`config.mk`:
```
export PLATFORM = sky130hd
export DESIGN_NAME = bba_ctrl
export DESIGN_NICKNAME = d
export VERILOG_FILES = /design/src/design/bba_pkg.sv /design/src/design/bba_ctrl.sv
export SDC_FILE = /design/constraint.sdc
export NUM_CORES = 1
export LEC_CHECK = 0
export BUFFER_PORTS_ARGS = -buffer_cell sky130_fd_sc_hd__buf_4
export CAP_MARGIN = 20
export CORE_AREA = 10 10 47 49
export DETAILED_ROUTE_END_ITERATION = 12
export DIE_AREA = 0 0 57 59
export PLACE_DENSITY = 0.63
export SYNTH_ARGS = -nofsm -noshare
export SYNTH_HDL_FRONTEND = slang
export SYNTH_SLANG_ARGS = --single-unit
```
`constraint.sdc`:
```
create_clock -name i_clk -period 3.25 [get_ports i_clk]
set_clock_uncertainty 0.1 [all_clocks]
set_input_delay 0.65 -clock i_clk [delete_from_list [all_inputs] [get_ports i_clk]]
set_output_delay 0.65 -clock i_clk [all_outputs]
set_load 0.01 [all_outputs]
```
`src/design/bba_pkg.sv`:
```
// Shared types and constants for the bitmap block allocator.
package bba_pkg;

    localparam int NUM_BLOCKS_DEF = 1024;
    localparam int HEADER_BYTES   = 4;
    localparam int BPB_W          = 13;
    localparam int RSV_W          = 11;
    localparam int REQ_W          = 24;
    localparam int BLK_W          = 10;
    localparam int GRANT_W        = 23;
    localparam int CNT_W          = 11;
    localparam int NEED_W         = 25;

    localparam logic CFG_BPB = 1'b0;
    localparam logic CFG_RSV = 1'b1;

    localparam logic MODE_ALLOC   = 1'b0;
    localparam logic MODE_RELEASE = 1'b1;

    typedef struct packed {
        logic             mode;
        logic [REQ_W-1:0] request_bytes;
        logic [BLK_W-1:0] release_block;
    } t_req;

    typedef struct packed {
        logic               status;
        logic [BLK_W-1:0]   start_block;
        logic [GRANT_W-1:0] granted_bytes;
        logic [CNT_W-1:0]   released_blocks;
        logic [CNT_W-1:0]   free_blocks;
    } t_rsp;

    typedef struct packed {
        logic cfg_init;
        logic start_alloc;
        logic start_release;
        logic div_step;
        logic scan_step;
        logic mark_step;
        logic rel_step;
        logic finish;
        logic rel_load;
    } t_cmd;

    typedef struct packed {
        logic init_done;
        logic div_done;
        logic fast_fail;
        logic scan_found;
        logic scan_end;
        logic mark_done;
        logic rel_done;
    } t_sts;

endpackage

```
`src/design/bba_ctrl.sv`:
```
// Controller state machine of the bitmap block allocator.
module bba_ctrl
    import bba_pkg::*;
(
    input  logic i_clk,
    input  logic i_rst_n,
    input  logic i_req_valid,
    input  logic i_req_mode,
    output logic o_req_stall,
    output logic o_rsp_valid,
    input  logic i_rsp_stall,
    input  logic i_cfg_init,
    output logic o_cfg_ready,
    output t_cmd o_cmd,
    input  t_sts i_sts
);
    typedef enum logic [2:0] {
        S_INIT, S_IDLE, S_DIV, S_SCAN, S_MARK, S_REL, S_OUT
    } t_state;

    t_state r_state, n_state;
    logic   r_rsp_valid, n_rsp_valid;
    logic   accept;

    assign accept      = (r_state == S_IDLE) && i_req_valid;
    assign o_req_stall = (r_state != S_IDLE);
    assign o_rsp_valid = r_rsp_valid;
    assign o_cfg_ready = (r_state == S_IDLE) || (r_state == S_INIT);

    always_comb begin
        o_cmd               = '0;
        o_cmd.cfg_init      = i_cfg_init;
        o_cmd.start_alloc   = accept && (i_req_mode == MODE_ALLOC);
        o_cmd.start_release = accept && (i_req_mode == MODE_RELEASE);
        o_cmd.div_step      = (r_state == S_DIV);
        o_cmd.scan_step     = (r_state == S_SCAN);
        o_cmd.mark_step     = (r_state == S_MARK);
        o_cmd.rel_step      = (r_state == S_REL);
        o_cmd.rel_load      = o_cmd.start_release;
        o_cmd.finish        = 1'b0;
        n_state             = r_state;
        n_rsp_valid         = r_rsp_valid;
        case (r_state)
            S_INIT: begin
                if (i_sts.init_done && !i_cfg_init) n_state = S_IDLE;
            end
            S_IDLE: begin
                if (i_cfg_init) begin
                    n_state = S_INIT;
                end else if (o_cmd.start_alloc) begin
                    n_state = S_DIV;
                end else if (o_cmd.start_release) begin
                    n_state = S_REL;
                end
            end
            S_DIV: begin
                if (i_sts.div_done) begin
                    if (i_sts.fast_fail) begin
                        o_cmd.finish = 1'b1;
                        n_state      = S_OUT;
                        n_rsp_valid  = 1'b1;
                    end else begin
                        n_state = S_SCAN;
                    end
                end
            end
            S_SCAN: begin
                if (i_sts.scan_found) begin
                    n_state = S_MARK;
                end else if (i_sts.scan_end) begin
                    o_cmd.finish = 1'b1;
                    n_state      = S_OUT;
                    n_rsp_valid  = 1'b1;
                end
            end
            S_MARK: begin
                if (i_sts.mark_done) begin
                    o_cmd.finish = 1'b1;
                    n_state      = S_OUT;
                    n_rsp_valid  = 1'b1;
                end
            end
            S_REL: begin
                if (i_sts.rel_done) begin
                    o_cmd.finish = 1'b1;
                    n_state      = S_OUT;
                    n_rsp_valid  = 1'b1;
                end
            end
            S_OUT: begin
                if (!i_rsp_stall) begin
                    n_state     = S_IDLE;
                    n_rsp_valid = 1'b0;
                end
            end
            default: n_state = S_IDLE;
        endcase
        if (i_cfg_init && (r_state == S_INIT)) n_state = S_INIT;
    end

    always_ff @(posedge i_clk) begin
        if (!i_rst_n) begin
            r_state     <= S_INIT;
            r_rsp_valid <= 1'b0;
        end else begin
            r_state     <= n_state;
            r_rsp_valid <= n_rsp_valid;
        end
    end

    assert property (@(posedge i_clk) disable iff (!i_rst_n)
        o_rsp_valid |-> (r_state == S_OUT))
        else $error("response valid outside output state");
    assert property (@(posedge i_clk) disable iff (!i_rst_n)
        (o_rsp_valid && i_rsp_stall) |=> o_rsp_valid)
        else $error("stalled response dropped");
    assert property (@(posedge i_clk) disable iff (!i_rst_n)
        accept |=> (r_state == S_DIV || r_state == S_REL))
        else $error("accepted request not started");
endmodule

```
# == After elaboration in Yosys (flattened, before gate mapping) ==
# Cells that the tools add are included.
# word_totals
out_inout_bits,12
inputBits,13
wordCells,60
reg_bits,4
# op_classes
muxes,27
n_eq_ne,17
bitwise_logic,2
reduce_logical,12
# ops
operator,n
$mux 3,11
$pmux 3 s7,1
$mux 1,13
$ne 2x1->1 const B,5
$eq 3x3->1 const B,3
$reduce_and 8->1,1
$reduce_and 7->1,1
$eq 3x2->1 const B,2
$ne 2x2->1 const B,3
$ne 3x1->1 const B,2
$logic_and 1x1->1,5
$pmux 1 s5,1
$reduce_bool 5->1,1
$ne 4x4->1 const B,1
$pmux 1 s4,1
$eq 3x1->1 const B,1
$logic_not 3->1,1
$not 1->1,2
$reduce_or 2->1,1
$logic_not 1->1,1
$logic_or 1x1->1,1

# == Depth between registers and ports, before layout ==
# logic_depth
ltp_word,7
mapped_depth,6
mapped_depth_nobuf,5

# == Worst setup path before layout ==
# OpenSTA, ideal clock, no wires.
# synth_path
path_type,reg2out
from,register r_state[1]
to,output port o_cmd[6] (netlist name)
arrival_ns,1.340
path_buffers,2
stages_incl_launch_ff,6
slack_ns,1.160
t_required_ns,2.500
cell_sequence,dfxtp_1 > buf_2 > nor2_1 > nand2_1 > nor2_1 > buf_4
# synth_lines
item,line,source
from (decl),bba_ctrl.sv:21,"t_state r_state, n_state;"
from (signal assigned),bba_ctrl.sv:106,r_state <= n_state;
to (decl),bba_ctrl.sv:14,"output t_cmd o_cmd,"

==> reports/qor.yml <==
status:
  status: "finished clean"
die:
  row_count: 14
  die_width_um: 57
  core_area_um2: 1401
  start_util_pct: 32.50
  pin_count: 25
  dieArea_um2: 3363
  die_h_um: 59
placement:
  gp_congestion: 0.9067
  pre_cts_ws_ns: 1.139
  dpl_cell_area_um2: 623.1
  portBuffers: 24
  dp_hpwl_um: 1133
timing:
  fmax_mhz: 423.6
  worstMarginPinSlew_ns: 0.5699
  setup_viol: 0
  maxSlewHeadroom_pct: 61.59
  rsz0062_at_grt: "no"
  tns_ns: 0
  finalCriticalPeriod_ns: 2.361
  drv_slew: 0
  hold_violations: 0
  setup_ws_ns: 0.8894
  timing.final.crit_share_pct: 72.64
cts:
  cts-htree-levels: 1
  post_cts_buffers: 0
  cts-resized-gates: 0
  postCtsHoldBufs: 0
  clkLatencyLatePin_ns: 0.23
  cts_made_buffers: 3
  root_buffer: "clkbuf_4"
  clk_pin_slew_worst_paths_ns: 0.04
  cts_max_path_buffers: 2
  clock_sinks: 4
  cts_tree: "done"
worst_setup_path:
  cp-endpoint: "o_cmd[1]"
  worstReg2RegStart: "r_state[0]$_SDFFE_PP0P_"
  arrival_ns: 1.61
  cp_slowest_cell: "dfxtp_1"
  r2r_end: "r_state[2]$_SDFFE_PP0P_"
  cp.required_ns: 2.50
  critPathLaunch: "r_state[0]$_SDFFE_PP0P_"
  crit_path_end_kind: "output pin"
  reg2reg_depth: 4
  path_max_fanout: 16
  max_stage_delay_ns: 0.62
  crit_type: "reg -> out"
  r2r_slack_ns: 1.43
  timing.critical_path.cells: "inv_2 -> o31ai_1 -> nand2_1 -> o21ai_0 -> buf_4"
  start_kind: "flop"
routing:
  drt_iter0_markers: 20
  detail-route-antenna-nets: 0
  vias_per_cell: 5.245
  post-route-drc-count: 0
  vias: 535
  dr.pass1.iters: 4
  routedWlPerCell_um: 13.33
  postRouteWirelength_um: 1360
power_and_ir_drop:
  finalPower_mw: 0.3082
  power_density_nw_per_um2: 477.4
  combPwrFrac_pct: 53.3
  worst_ir_drop_vdd_mv: 0.2726
  sw_frac_of_total_pct: 41.08
  p_seq_share_pct: 27.9
  p_sw_mw: 0.1266
  p_leak_nw: 0.2771
  p_clk_share_pct: 18.8
  p_int_mw: 0.1816
logic_synthesis:
  synth_top_area_share_pct: 17.58
  yosysWarnings: 0
  synthDistinctLibCells: 37
  synthCells: 64
  synthTopCellsByArea: "dfxtp_1 (18%), nor2_1 (6.6%), nand2_1 (5.8%)"
  synth_area_um2: 455.4
  ys_ff_latch: 4
  ys_seq_area_share_pct: 17.58
  yosysTopAreaCell: "dfxtp_1"
  synth_async_sr_flop_share_pct: 0
  synth_ff_type: "dfxtp_1"
  synthesis.nets: 77
  synth_area_per_cell_um2: 7.116
  synth_edf_count: 0
cells_and_area:
  fin_nets: 101
  syn_to_final_growth_pct: 41.76
  final_common_cell: "buf_4"
  fin_area_um2: 645.6
  final_cell_mix: "buf_4 (24), nor2_1 (8), nand2_1 (7)"
  fillers: 155
  antenna_cells: 0
  layout-drive-gt1-share_pct: 38.37
grt:
  grt_pass1_vias: 509
  antenna_found_initial: 0
  grt_max_degree: 17
  grt-ovfl-total: 0
  grt_usage_pct: 7.612
  grt_pass1_wl_um: 2228
job:
  cap_violations: 0
min_path:
  holdCritPathClass: "reg -> reg"
==> how the worst min path moves through the flow <==
stage	startpoint	to	slack, ns	cells past startpoint
6_report	o_rsp_valid$_SDFFE_PN0P_	o_rsp_valid$_SDFFE_PN0P_	0.46	2
5_1_grt	o_rsp_valid$_SDFFE_PN0P_	o_rsp_valid$_SDFFE_PN0P_	0.52	2
4_1_cts	o_rsp_valid$_SDFFE_PN0P_	o_rsp_valid$_SDFFE_PN0P_	0.47	2
3_5_place_dp	o_rsp_valid$_SDFFE_PN0P_	o_rsp_valid$_SDFFE_PN0P_	0.45	2
3_3_place_gp	o_rsp_valid$_SDFFE_PN0P_	o_rsp_valid$_SDFFE_PN0P_	0.46	2
2_1_floorplan	o_rsp_valid$_SDFFE_PN0P_	o_rsp_valid$_SDFFE_PN0P_	0.50	2
==> layer usage <==
layer / vias up / wire [µm] / GRT usage [%]
li1: 282 / - / -
met1: 237 / 525 / 8.690
met2: 16 / 730 / 13.18
met3: 0 / 103 / 1.931
met4: 0 / 0 / 3.020
met5: - / 0 / 0
==> area by class of cell <==
class                      instances  area (µm²)  area share, %
clock buffer                       3       22.52          3.488
tap                               16       20.02          3.101
sequential                         4       80.08          12.40
timing repair buffer              24       180.2          27.91
inverter                           4       16.27          2.519
multi-input combinational         51       326.6          50.58
==> synthesized netlist by cell type, types with 2 or more instances <==
library cell,instances
nand2b_1,2
o21ai_0,3
dfxtp_1,4
o21a_1,3
inv_1,2
o311ai_0,2
buf_2,2
nand2_1,7
buf_4,3
o21ai_2,2
nor2_1,8
==> power by group through the flow <==
stage | sequential, mW | combinational, mW | clock (mW)
after floorplan | 0.0679 | 0.128 | 0
after global placement | 0.0865 | 0.165 | 0
after detailed placement | 0.0862 | 0.164 | 0
after CTS | 0.0855 | 0.164 | 0.0618
after global routing | 0.0905 | 0.180 | 0.0670
final | 0.0860 | 0.164 | 0.0580
==> registers in the layout, summed over array words and instances, names as in the netlist <==
name	count
o_rsp_valid	1
r_state	3
==> stage by stage <==
stage                     util (%)  std cells  hold slack [ns]
final                        46.07        102           0.4572
after global routing         46.07        102           0.5182
after CTS                    46.07        102           0.4658
after detailed placement     44.46         99           0.4540
after global placement       44.46         99           0.4565
after floorplan                  -         64           0.5013
==> critical path, delay by kind of cell (launching register included) <==
family | cells | cell delay (ns)
buffers and inverters | 2 | 0.31
AOI/OAI and AO/OA | 2 | 0.37
and+or+nand+nor | 1 | 0.07
DFF | 1 | 0.62
==> cell families after synthesis <==
group	synth area share, %
buf+inv	10.71
simple gates	29.40
compound gates	42.31
flops	17.58
No activity file was read; power rests on OpenSTA's default activity.
